## src/accmag_pkg.sv

```systemverilog
`default_nettype none

package accmag_pkg;

    localparam int AXES_W     = 2;
    localparam int WIN_LEN_W  = 7;
    localparam int THR_W      = 12;
    localparam int HOLD_W     = 32;
    localparam int TIME_W     = 32;
    localparam int FILT_W     = 12;
    localparam int CFG_IDX_W  = 2;
    localparam int CFG_DATA_W = 32;
    localparam int M_TDATA_W  = 16;

    localparam logic [CFG_IDX_W-1:0] REG_ACTIVE_AXES = 2'd0;
    localparam logic [CFG_IDX_W-1:0] REG_WINDOW_LEN  = 2'd1;
    localparam logic [CFG_IDX_W-1:0] REG_THRESHOLD   = 2'd2;
    localparam logic [CFG_IDX_W-1:0] REG_HOLD_MS     = 2'd3;

    localparam logic [AXES_W-1:0]    RST_ACTIVE_AXES = 2'd3;
    localparam logic [WIN_LEN_W-1:0] RST_WINDOW_LEN  = 7'd16;
    localparam logic [THR_W-1:0]     RST_THRESHOLD   = 12'd50;
    localparam logic [HOLD_W-1:0]    RST_HOLD_MS     = 32'd500;

    typedef enum logic [1:0] {
        CS_SQRT = 2'b01,
        CS_DIV  = 2'b10
    } cs_mode_t;

    typedef struct packed {
        logic     start;
        cs_mode_t mode;
    } cs_ctrl_t;

    typedef enum logic [5:0] {
        S_IDLE   = 6'b000001,
        S_SQUARE = 6'b000010,
        S_SQRT   = 6'b000100,
        S_TOTAL  = 6'b001000,
        S_DIV    = 6'b010000,
        S_JUDGE  = 6'b100000
    } seq_state_t;

endpackage

`default_nettype wire

```

## src/accel_magnitude_tap_detector_unit.sv

```systemverilog
// Tap detector for a three-axis accelerometer stream.
// Each s_ transfer carries three axis samples and a millisecond timestamp. The block squares
// and sums the active axes, takes the integer square root, keeps a ring of the last
// window_len magnitudes and subtracts their floored average. Every window_len samples the
// filtered value is compared with the threshold to set or hold the detected status, which
// clears once more than hold_ms has passed since the last detection.
// Each input transfer produces exactly one m_ transfer.
// Configuration is written through cfg_wr_en, cfg_index and cfg_wdata; the user must write
// it only while no sample is in flight, which the block does not enforce. A write to
// window_len empties the ring and restarts the window. The shared compare-subtract unit
// produces one root bit and then one quotient bit per cycle while busy, and s_tready stays
// low until the sample has passed the judge state.
// A finished result waits in an output register, and s_tready rises again meanwhile; a
// following result waits only if the previous one has not yet been taken.
// Reset restores the register defaults, empties the ring and clears the detection status.
`default_nettype none

module accel_magnitude_tap_detector_unit #(
    parameter int  MAX_WINDOW  = 64,
    parameter int  MAX_AXES    = 3,
    parameter int  SAMPLE_BITS = 10,
    localparam int S_TDATA_W   = ((3 * SAMPLE_BITS + accmag_pkg::TIME_W + 7) / 8) * 8
) (
    input  logic                              aclk,
    input  logic                              aresetn,
    input  logic                              cfg_wr_en,
    input  logic [accmag_pkg::CFG_IDX_W-1:0]  cfg_index,
    input  logic [accmag_pkg::CFG_DATA_W-1:0] cfg_wdata,
    input  logic                              s_tvalid,
    output logic                              s_tready,
    // Fields from bit 0 up: axis_x, axis_y, axis_z, now_ms, zero fill.
    input  logic [S_TDATA_W-1:0]              s_tdata,
    output logic                              m_tvalid,
    input  logic                              m_tready,
    // Fields from bit 0 up: filtered_mag, detected, detect_event, zero fill.
    output logic [accmag_pkg::M_TDATA_W-1:0]  m_tdata,
    // Field: evaluated.
    output logic [0:0]                        m_tuser
);

    localparam int SB     = SAMPLE_BITS;
    localparam int MAG_W  = SB + 1;
    localparam int POS_W  = $clog2(MAX_WINDOW);
    localparam int NW     = $clog2(MAX_WINDOW + 1);
    localparam int TOT_W  = MAG_W + POS_W;
    localparam int SUM_W  = 2 * MAG_W;
    localparam int SQ_W   = 2 * SB;
    localparam int CS_W   = (SUM_W > TOT_W) ? SUM_W : TOT_W;
    localparam int FW     = accmag_pkg::FILT_W;
    localparam int DIFF_W = (MAG_W + 2 > FW + 1) ? MAG_W + 2 : FW + 1;
    localparam int TW     = accmag_pkg::TIME_W;

    localparam logic signed [DIFF_W-1:0] FILT_MAX = DIFF_W'((1 << (FW - 1)) - 1);
    localparam logic signed [DIFF_W-1:0] FILT_MIN = -DIFF_W'(1 << (FW - 1));

    accmag_pkg::seq_state_t state_reg;

    logic [accmag_pkg::AXES_W-1:0]    axes_reg;
    logic [accmag_pkg::WIN_LEN_W-1:0] win_len_reg;
    logic [accmag_pkg::THR_W-1:0]     thr_reg;
    logic [accmag_pkg::HOLD_W-1:0]    hold_reg;

    logic [SB-1:0]    ax_x_reg;
    logic [SB-1:0]    ax_y_reg;
    logic [SB-1:0]    ax_z_reg;
    logic [TW-1:0]    now_reg;
    logic [1:0]       a_reg;
    logic [SQ_W-1:0]  prod_reg;
    logic [SUM_W-1:0] sum_reg;
    logic [MAG_W-1:0] mag_reg;
    logic [MAG_W-1:0] avg_reg;
    logic [TOT_W-1:0] total_reg;
    logic [POS_W-1:0] pos_reg;
    logic             wrapped_reg;
    logic             status_reg;
    logic             status_prev_reg;
    logic [TW-1:0]    last_time_reg;
    logic [FW-1:0]    last_filt_reg;

    logic                            m_tvalid_reg;
    logic [accmag_pkg::M_TDATA_W-1:0] m_tdata_reg;
    logic                            m_tuser_reg;

    logic [1:0]       axes_eff;
    logic [31:0]      win_ext;
    logic [NW-1:0]    n_eff;
    logic [SB-1:0]    ax_sel;
    logic [SQ_W-1:0]  sq;
    logic [SUM_W-1:0] sum_final;
    logic [MAG_W-1:0] ring_rdata;
    logic [MAG_W-1:0] old_mag;
    logic [TOT_W-1:0] total_next;
    logic             in_xfer;
    logic             out_free;

    accmag_pkg::cs_ctrl_t cs_ctrl;
    logic [CS_W-1:0]      cs_opa;
    logic                 cs_done;
    logic [CS_W-1:0]      cs_result;
    logic                 ring_we;

    logic signed [DIFF_W-1:0] diff;
    logic [FW-1:0]            filt;
    logic signed [FW-1:0]     thr_s;
    logic [NW-1:0]            pos_inc;
    logic                     eval;
    logic                     st_new;
    logic [TW-1:0]            lt_new;
    logic [TW-1:0]            elapsed;
    logic                     ev;

    always_comb begin
        if (axes_reg == 2'd0) begin
            axes_eff = 2'd1;
        end else if (32'(axes_reg) > 32'(MAX_AXES)) begin
            axes_eff = 2'(MAX_AXES);
        end else begin
            axes_eff = axes_reg;
        end

        win_ext = 32'(win_len_reg);
        if (win_len_reg == '0) begin
            n_eff = NW'(1);
        end else if (win_ext > 32'(MAX_WINDOW)) begin
            n_eff = NW'(MAX_WINDOW);
        end else begin
            n_eff = win_ext[NW-1:0];
        end

        case (a_reg)
            2'd0:    ax_sel = ax_x_reg;
            2'd1:    ax_sel = ax_y_reg;
            2'd2:    ax_sel = ax_z_reg;
            default: ax_sel = '0;
        endcase
    end

    assign sq         = SQ_W'(ax_sel) * SQ_W'(ax_sel);
    assign sum_final  = sum_reg + SUM_W'(prod_reg);
    assign old_mag    = wrapped_reg ? ring_rdata : '0;
    assign total_next = total_reg - TOT_W'(old_mag) + TOT_W'(mag_reg);
    assign in_xfer    = s_tvalid && s_tready;
    assign out_free   = !m_tvalid_reg || m_tready;

    always_comb begin
        cs_ctrl.start = ((state_reg == accmag_pkg::S_SQUARE) && (a_reg == axes_eff))
                        || (state_reg == accmag_pkg::S_TOTAL);
        cs_ctrl.mode  = (state_reg == accmag_pkg::S_TOTAL) ? accmag_pkg::CS_DIV
                                                           : accmag_pkg::CS_SQRT;
        cs_opa        = (state_reg == accmag_pkg::S_TOTAL) ? CS_W'(total_next)
                                                           : CS_W'(sum_final);
    end

    assign ring_we = (state_reg == accmag_pkg::S_SQRT) && cs_done;

    always_comb begin
        diff = DIFF_W'(mag_reg) - DIFF_W'(avg_reg);
        if (diff > FILT_MAX) begin
            filt = FILT_MAX[FW-1:0];
        end else if (diff < FILT_MIN) begin
            filt = FILT_MIN[FW-1:0];
        end else begin
            filt = diff[FW-1:0];
        end

        pos_inc = NW'(pos_reg) + NW'(1);
        eval    = (pos_inc >= n_eff);
        thr_s   = thr_reg;

        st_new = status_reg;
        lt_new = last_time_reg;
        if ($signed(filt) > thr_s) begin
            st_new = 1'b1;
            lt_new = now_reg;
        end
        elapsed = now_reg - lt_new;
        if ((lt_new != '0) && (elapsed > hold_reg)) begin
            st_new = 1'b0;
        end
        ev = st_new && !status_prev_reg;
    end

    accmag_cs_unit #(
        .DATA_W (CS_W),
        .ROOT_W (MAG_W),
        .RAD_W  (SUM_W),
        .TOT_W  (TOT_W),
        .DIV_W  (NW)
    ) u_cs (
        .aclk    (aclk),
        .aresetn (aresetn),
        .ctrl    (cs_ctrl),
        .opa     (cs_opa),
        .divisor (n_eff),
        .done    (cs_done),
        .result  (cs_result)
    );

    accmag_ring #(
        .DEPTH  (MAX_WINDOW),
        .DATA_W (MAG_W),
        .ADDR_W (POS_W)
    ) u_ring (
        .aclk    (aclk),
        .wr_en   (ring_we),
        .wr_addr (pos_reg),
        .wr_data (cs_result[MAG_W-1:0]),
        .rd_en   (in_xfer),
        .rd_addr (pos_reg),
        .rd_data (ring_rdata)
    );

    always_ff @(posedge aclk) begin
        if (!aresetn) begin
            state_reg       <= accmag_pkg::S_IDLE;
            axes_reg        <= accmag_pkg::RST_ACTIVE_AXES;
            win_len_reg     <= accmag_pkg::RST_WINDOW_LEN;
            thr_reg         <= accmag_pkg::RST_THRESHOLD;
            hold_reg        <= accmag_pkg::RST_HOLD_MS;
            total_reg       <= '0;
            pos_reg         <= '0;
            wrapped_reg     <= 1'b0;
            status_reg      <= 1'b0;
            status_prev_reg <= 1'b0;
            last_time_reg   <= '0;
            last_filt_reg   <= '0;
            m_tvalid_reg    <= 1'b0;
        end else begin
            unique case (state_reg)
                accmag_pkg::S_IDLE: begin
                    if (s_tvalid) begin
                        ax_x_reg  <= s_tdata[SB-1:0];
                        ax_y_reg  <= s_tdata[2*SB-1:SB];
                        ax_z_reg  <= s_tdata[3*SB-1:2*SB];
                        now_reg   <= s_tdata[3*SB+TW-1:3*SB];
                        a_reg     <= 2'd0;
                        prod_reg  <= '0;
                        sum_reg   <= '0;
                        state_reg <= accmag_pkg::S_SQUARE;
                    end
                end
                accmag_pkg::S_SQUARE: begin
                    sum_reg  <= sum_final;
                    prod_reg <= (a_reg < axes_eff) ? sq : '0;
                    a_reg    <= a_reg + 2'd1;
                    if (a_reg == axes_eff) begin
                        state_reg <= accmag_pkg::S_SQRT;
                    end
                end
                accmag_pkg::S_SQRT: begin
                    if (cs_done) begin
                        mag_reg   <= cs_result[MAG_W-1:0];
                        state_reg <= accmag_pkg::S_TOTAL;
                    end
                end
                accmag_pkg::S_TOTAL: begin
                    total_reg <= total_next;
                    state_reg <= accmag_pkg::S_DIV;
                end
                accmag_pkg::S_DIV: begin
                    if (cs_done) begin
                        avg_reg   <= cs_result[MAG_W-1:0];
                        state_reg <= accmag_pkg::S_JUDGE;
                    end
                end
                accmag_pkg::S_JUDGE: begin
                    if (out_free) begin
                        m_tuser_reg  <= eval;
                        if (eval) begin
                            m_tdata_reg     <= {2'b00, ev, st_new, filt};
                            status_reg      <= st_new;
                            status_prev_reg <= st_new;
                            last_time_reg   <= lt_new;
                            last_filt_reg   <= filt;
                            pos_reg         <= '0;
                            wrapped_reg     <= 1'b1;
                        end else begin
                            m_tdata_reg <= {2'b00, 1'b0, status_reg, last_filt_reg};
                            pos_reg     <= pos_inc[POS_W-1:0];
                        end
                        state_reg <= accmag_pkg::S_IDLE;
                    end
                end
                default: begin
                    state_reg <= accmag_pkg::S_IDLE;
                end
            endcase

            if ((state_reg == accmag_pkg::S_JUDGE) && out_free) begin
                m_tvalid_reg <= 1'b1;
            end else if (m_tready) begin
                m_tvalid_reg <= 1'b0;
            end

            if (cfg_wr_en) begin
                unique case (cfg_index)
                    accmag_pkg::REG_ACTIVE_AXES: begin
                        axes_reg <= cfg_wdata[accmag_pkg::AXES_W-1:0];
                    end
                    accmag_pkg::REG_WINDOW_LEN: begin
                        win_len_reg <= cfg_wdata[accmag_pkg::WIN_LEN_W-1:0];
                        total_reg   <= '0;
                        pos_reg     <= '0;
                        wrapped_reg <= 1'b0;
                    end
                    accmag_pkg::REG_THRESHOLD: begin
                        thr_reg <= cfg_wdata[accmag_pkg::THR_W-1:0];
                    end
                    accmag_pkg::REG_HOLD_MS: begin
                        hold_reg <= cfg_wdata[accmag_pkg::HOLD_W-1:0];
                    end
                    default: begin
                        hold_reg <= hold_reg;
                    end
                endcase
            end
        end
    end

    assign s_tready = (state_reg == accmag_pkg::S_IDLE);
    assign m_tvalid = m_tvalid_reg;
    assign m_tdata  = m_tdata_reg;
    assign m_tuser  = m_tuser_reg;

`ifndef SYNTH
    a_pos_in_window: assert property (@(posedge aclk) disable iff (!aresetn)
        NW'(pos_reg) < n_eff)
        else $error("ring position is outside the window");

    a_event_needs_detect: assert property (@(posedge aclk) disable iff (!aresetn)
        (m_tvalid && m_tdata[FW+1]) |-> (m_tdata[FW] && m_tuser[0]))
        else $error("detect event without a judged detection");

    a_done_in_wait: assert property (@(posedge aclk) disable iff (!aresetn)
        cs_done |-> ((state_reg == accmag_pkg::S_SQRT) || (state_reg == accmag_pkg::S_DIV)))
        else $error("arithmetic unit finished outside a wait state");

    a_result_from_judge: assert property (@(posedge aclk) disable iff (!aresetn)
        $rose(m_tvalid_reg) |-> $past(state_reg == accmag_pkg::S_JUDGE))
        else $error("result loaded outside the judge state");
`endif

endmodule

`default_nettype wire

```

## src/accmag_ring.sv

```systemverilog
`default_nettype none

module accmag_ring #(
    parameter int DEPTH  = 64,
    parameter int DATA_W = 11,
    parameter int ADDR_W = 6
) (
    input  logic              aclk,
    input  logic              wr_en,
    input  logic [ADDR_W-1:0] wr_addr,
    input  logic [DATA_W-1:0] wr_data,
    input  logic              rd_en,
    input  logic [ADDR_W-1:0] rd_addr,
    output logic [DATA_W-1:0] rd_data
);

    logic [DATA_W-1:0] mem [DEPTH];
    logic [DATA_W-1:0] rd_data_reg;

    always_ff @(posedge aclk) begin
        if (wr_en) begin
            mem[wr_addr] <= wr_data;
        end
        if (rd_en) begin
            rd_data_reg <= mem[rd_addr];
        end
    end

    assign rd_data = rd_data_reg;

endmodule

`default_nettype wire

```

## src/accmag_cs_unit.sv

```systemverilog
`default_nettype none

module accmag_cs_unit #(
    parameter int DATA_W = 22,
    parameter int ROOT_W = 11,
    parameter int RAD_W  = 22,
    parameter int TOT_W  = 17,
    parameter int DIV_W  = 7
) (
    input  logic                 aclk,
    input  logic                 aresetn,
    input  accmag_pkg::cs_ctrl_t ctrl,
    input  logic [DATA_W-1:0]    opa,
    input  logic [DIV_W-1:0]     divisor,
    output logic                 done,
    output logic [DATA_W-1:0]    result
);

    localparam int STEPS_MAX = (ROOT_W > TOT_W) ? ROOT_W : TOT_W;
    localparam int CNT_W     = $clog2(STEPS_MAX + 1);

    logic                 busy_reg;
    logic                 done_reg;
    logic [CNT_W-1:0]     cnt_reg;
    accmag_pkg::cs_mode_t mode_reg;
    logic [DATA_W-1:0]    dat_reg;
    logic [DATA_W-1:0]    rem_reg;
    logic [DATA_W-1:0]    q_reg;
    logic [DIV_W-1:0]     div_reg;

    logic [DATA_W-1:0] rem_sh;
    logic [DATA_W-1:0] trial;
    logic              fits;

    always_comb begin
        if (mode_reg == accmag_pkg::CS_SQRT) begin
            rem_sh = {rem_reg[DATA_W-3:0], dat_reg[DATA_W-1 -: 2]};
            trial  = {q_reg[DATA_W-3:0], 2'b01};
        end else begin
            rem_sh = {rem_reg[DATA_W-2:0], dat_reg[DATA_W-1]};
            trial  = DATA_W'(div_reg);
        end
        fits = (rem_sh >= trial);
    end

    always_ff @(posedge aclk) begin
        if (!aresetn) begin
            busy_reg <= 1'b0;
            done_reg <= 1'b0;
        end else begin
            done_reg <= busy_reg && (cnt_reg == CNT_W'(1));
            if (ctrl.start) begin
                busy_reg <= 1'b1;
            end else if (busy_reg && (cnt_reg == CNT_W'(1))) begin
                busy_reg <= 1'b0;
            end
        end

        if (ctrl.start) begin
            mode_reg <= ctrl.mode;
            div_reg  <= divisor;
            rem_reg  <= '0;
            q_reg    <= '0;
            if (ctrl.mode == accmag_pkg::CS_SQRT) begin
                dat_reg <= opa << (DATA_W - RAD_W);
                cnt_reg <= CNT_W'(ROOT_W);
            end else begin
                dat_reg <= opa << (DATA_W - TOT_W);
                cnt_reg <= CNT_W'(TOT_W);
            end
        end else if (busy_reg) begin
            cnt_reg <= cnt_reg - CNT_W'(1);
            rem_reg <= fits ? (rem_sh - trial) : rem_sh;
            q_reg   <= {q_reg[DATA_W-2:0], fits};
            if (mode_reg == accmag_pkg::CS_SQRT) begin
                dat_reg <= {dat_reg[DATA_W-3:0], 2'b00};
            end else begin
                dat_reg <= {dat_reg[DATA_W-2:0], 1'b0};
            end
        end
    end

    assign done   = done_reg;
    assign result = q_reg;

endmodule

`default_nettype wire
```

## config.mk

```make
export PLATFORM = sky130hd
export DESIGN_NAME = accel_magnitude_tap_detector_unit
export DESIGN_NICKNAME = d
export VERILOG_FILES = /design/src/accmag_pkg.sv /design/src/accel_magnitude_tap_detector_unit.sv /design/src/accmag_ring.sv /design/src/accmag_cs_unit.sv
export SDC_FILE = /design/constraint.sdc
export NUM_CORES = 2
export LEC_CHECK = 0
export BUFFER_PORTS_ARGS = -buffer_cell sky130_fd_sc_hd__buf_4
export CORE_MARGIN = 1
export CORE_UTILIZATION = 60
export DETAILED_ROUTE_END_ITERATION = 12
export GPL_TIMING_DRIVEN = 0
export PLACE_DENSITY_LB_ADDON = 0.05
export SYNTH_ARGS = -nofsm -noshare
export SYNTH_HDL_FRONTEND = slang
export SYNTH_SLANG_ARGS = --single-unit
```

## constraint.sdc

```tcl
create_clock -name aclk -period 21 [get_ports aclk]
set_clock_uncertainty 0.15 [all_clocks]
set_input_delay 1.05 -clock aclk [delete_from_list [all_inputs] [get_ports aclk]]
set_output_delay 1.05 -clock aclk [all_outputs]
set_load 0.05 [all_outputs]
```

==> flow_metrics.env <==
export IMPL_reg2reg_depth=39
export IMPL_drc=0
export IMPL_wl_um=146000
export IMPL_synth_area_um2=48600
export IMPL_crit_fanout=10
export IMPL_grt_antenna_before_repair=3
export IMPL_crit_required_ns=21.24
export IMPL_coreArea_um2=79500
export IMPL_area_delta_synth_final_pct=12.0
export IMPL_outcome="completed"
export IMPL_cp_start_kind="flip-flop"
export IMPL_fin_setup_tns_ns=0
export IMPL_htreeDepth=3
export IMPL_synth_compound_area_share_pct=14.4
export IMPL_p_leak_uw=0.0202
export IMPL_place_hpwl_um=98500
export IMPL_crit_path_end="m_tdata[12]"
export IMPL_min_period_ns=10.06
export IMPL_synthCells=3791
export IMPL_largest_reg_flops=704
export IMPL_die_w_um=287
export IMPL_place_area_um2=51100
export IMPL_synth_top_area_share_pct=55.2
export IMPL_num_rows=103
export IMPL_yosysWarnings=0
export IMPL_slowest_stage="nor4_1"
export IMPL_first_iter_violations=4332
export IMPL_syn_area_per_cell_um2=12.8
export IMPL_finalHoldViolCount=0
export IMPL_nFillCells=5778
export IMPL_start_util_pct=61.1
export IMPL_hold_buffers=0
export IMPL_clk_path_buf_depth=3
export IMPL_dieArea_um2=82100
export IMPL_gp_congestion=0.932
export IMPL_die_h_um=287
export IMPL_ir_drop_mv=0.0771
export IMPL_rsz0062_at_grt="no"
export IMPL_largest_register="u_ring.mem"
export IMPL_yosys_area_share_simple_pct=8.42
export IMPL_synth_xor_area_share_pct=2.06
export IMPL_ys_seq_area_share_pct=62.3
export IMPL_synthDistinctLibCells=83
export IMPL_worstHoldPathType="flip-flop to flip-flop"
export IMPL_detail_route_antenna_nets=0
export IMPL_max_slew_margin_pct=1.59
export IMPL_cts_tree="built"
export IMPL_first_pass_iters=6
export IMPL_synth_area_leader_cell="edfxtp_1"
export IMPL_detail_route_wl_per_cell_um=28.3
export IMPL_crit_path_frequent_cell="a21oi_1"
export IMPL_cts_sinks=1065
export IMPL_fin_total_pwr_uw=5150
export IMPL_maxCapViolCount=0
export IMPL_grt_max_degree=70
export IMPL_place_port_buffers=116
export IMPL_startpoint="mag_reg[0]"
export IMPL_first_global_vias=32006
export IMPL_synthMuxAreaShare_pct=1.85
export IMPL_stdcell_area_um2=54400
export IMPL_drive_gt1_share_pct=8.81
export IMPL_clock_latency_ns=0.72
export IMPL_cts_buffers=105
export IMPL_worst_pin_slew_ns=1.48
export IMPL_synth_seq_cells=1065
export IMPL_synth_area_leaders="edfxtp_1 (55%), dfxtp_1 (7.1%), ha_1 (5.3%)"
export IMPL_yosys_area_share_adder_pct=7.80
export IMPL_maxSlewViolCount=0
export IMPL_timing_rr_start="mag_reg[0]"
export IMPL_vias=33671
export IMPL_setup_viol=0
export IMPL_final_nets=4400
export IMPL_grt_pass1_wl_um=210000
export IMPL_r2r_end="m_tdata[12]"
export IMPL_cts_resized=0
export IMPL_regArea_um2=30300
export IMPL_multiInputGateArea_um2=16800
export IMPL_routed_via_density=6.51
export IMPL_powerDensity_nw_per_um2=94.6
export IMPL_crit_type="flip-flop to flip-flop"
export IMPL_ioPinCount=122
export IMPL_grt_overflow=0
export IMPL_worstPathArrival_ns=10.31
export IMPL_grt_usage_pct=35.5
export IMPL_endpoint_kind="flip-flop"
export IMPL_root_buffer="clkbuf_16"
export IMPL_cpPeakStageDelay_ns=0.65
export IMPL_max_freq_mhz=99.4
export IMPL_r2r_slack_ns=10.94
export IMPL_async_flop_share_pct=0
export IMPL_synth_top_family_by_area="compound AO/OA/AOI/OAI gates"
export IMPL_fin_crit_sh_pct=47.9
export IMPL_clk_pin_slew_ns=0.06
export IMPL_cts_post_setup_buffers_inserted=0
export IMPL_synthFlopType="edfxtp_1"
export IMPL_synth_edf_count=893
==> cell type report <==
| cell class | instances | area share (%) |
|---|---|---|
| plain buffers | 190 | 1.38 |
| multi-input cells | 2320 | 30.9 |
| repair buffers | 131 | 2.06 |
| inverters | 217 | 1.50 |
| clock inverters | 59 | 0.897 |
| clock buffers | 138 | 5.21 |
| flip-flops and latches | 1065 | 55.7 |
| well taps | 1050 | 2.42 |
| diodes | 2 | 0.00920 |
==> metal layers <==
metal | vias up | track usage, % | part of all wire (%)
met2 | 1943 | 55.0 | 45
li1 | 14815 | - | -
met4 | 0 | 21.2 | 7.0
met1 | 16428 | 46.1 | 37
met3 | 485 | 7.65 | 10
met5 | - | 0 | 0
==> Yosys cell counts, drive strengths merged, types with 20 or more instances <==
cell / n
fa: 60
or3: 23
a21oi: 131
nand2b: 20
a221oi: 83
buf: 42
o211a: 32
a22oi: 193
o21ai: 83
nor2: 242
dfxtp: 172
a31oi: 99
inv: 216
nor2b: 23
xor2: 35
nand4: 27
and2: 27
edfxtp: 893
nand2: 355
mux2i: 75
xnor2: 79
ha: 207
nor4: 41
nand3: 34
o211ai: 21
a21o: 68
clkbuf: 148
nor3: 27
a22o: 81
a21boi: 69
==> cells by family after synthesis <==
logic type,count (synthesis)
and+or+nand+nor,892
DFF,1065
other,1
buffers and inverters,407
muxes,88
adders and majority gates,267
xor gates and xnor gates,114
AOI/OAI and AO/OA,957
==> cell usage in the layout (no fill, tap or decap), types with 120 or more instances in the layout <==
cell      count
dfxtp_1     161
edfxtp_1    893
inv_1       216
a22oi_1     193
a21oi_1     126
nor2_1      242
ha_1        207
nand2_1     354
buf_4       120
clkbuf_1    173
==> where the power goes <==
group / leakage, µW / switching, µW / internal (µW)
registers: 0.00960 / 87.8 / 2390
logic: 0.00900 / 505 / 355
clock network: 0.00159 / 830 / 983
total: 0.0202 / 1420 / 3730
==> worst min path at each step <==
stage / from / slack (ns) / endpoint / depth (start not counted)
final: total_reg[0] / 0.31 / total_reg[0] / 2
after global routing: total_reg[9] / 0.33 / total_reg[9] / 2
after CTS: total_reg[9] / 0.31 / total_reg[9] / 2
after detailed placement: total_reg[0] / 0.30 / total_reg[0] / 2
after global placement: total_reg[9] / 0.29 / total_reg[9] / 2
after floorplan: axes_reg[0] / 0.28 / axes_reg[0] / 2
==> per-stage QoR <==
| stage | setup slack, ns | instances | hold WS, ns | utilization, % |
|---|---|---|---|---|
| 2_1_floorplan | 13.08 | 3792 | 0.282 | - |
| 3_3_place_gp | 11.33 | 4958 | 0.294 | 63.8 |
| 3_5_place_dp | 11.20 | 4971 | 0.299 | 64.2 |
| 4_1_cts | 11.16 | 5168 | 0.307 | 68.4 |
| 5_1_grt | 10.24 | 5170 | 0.328 | 68.4 |
| 6_report | 10.94 | 5172 | 0.305 | 68.4 |
==> worst max-delay path: cells and delay by family, from the launching register on <==
family | cells | cell delay, ns
buf+inv | 4 | 0.91
xor+xnor | 2 | 0.27
simple gates | 6 | 1.39
flops | 1 | 0.42
fa+ha+maj | 5 | 1.53
compound gates | 21 | 4.78
mux | 1 | 0.32
No activity file was read; power rests on OpenSTA's default activity.
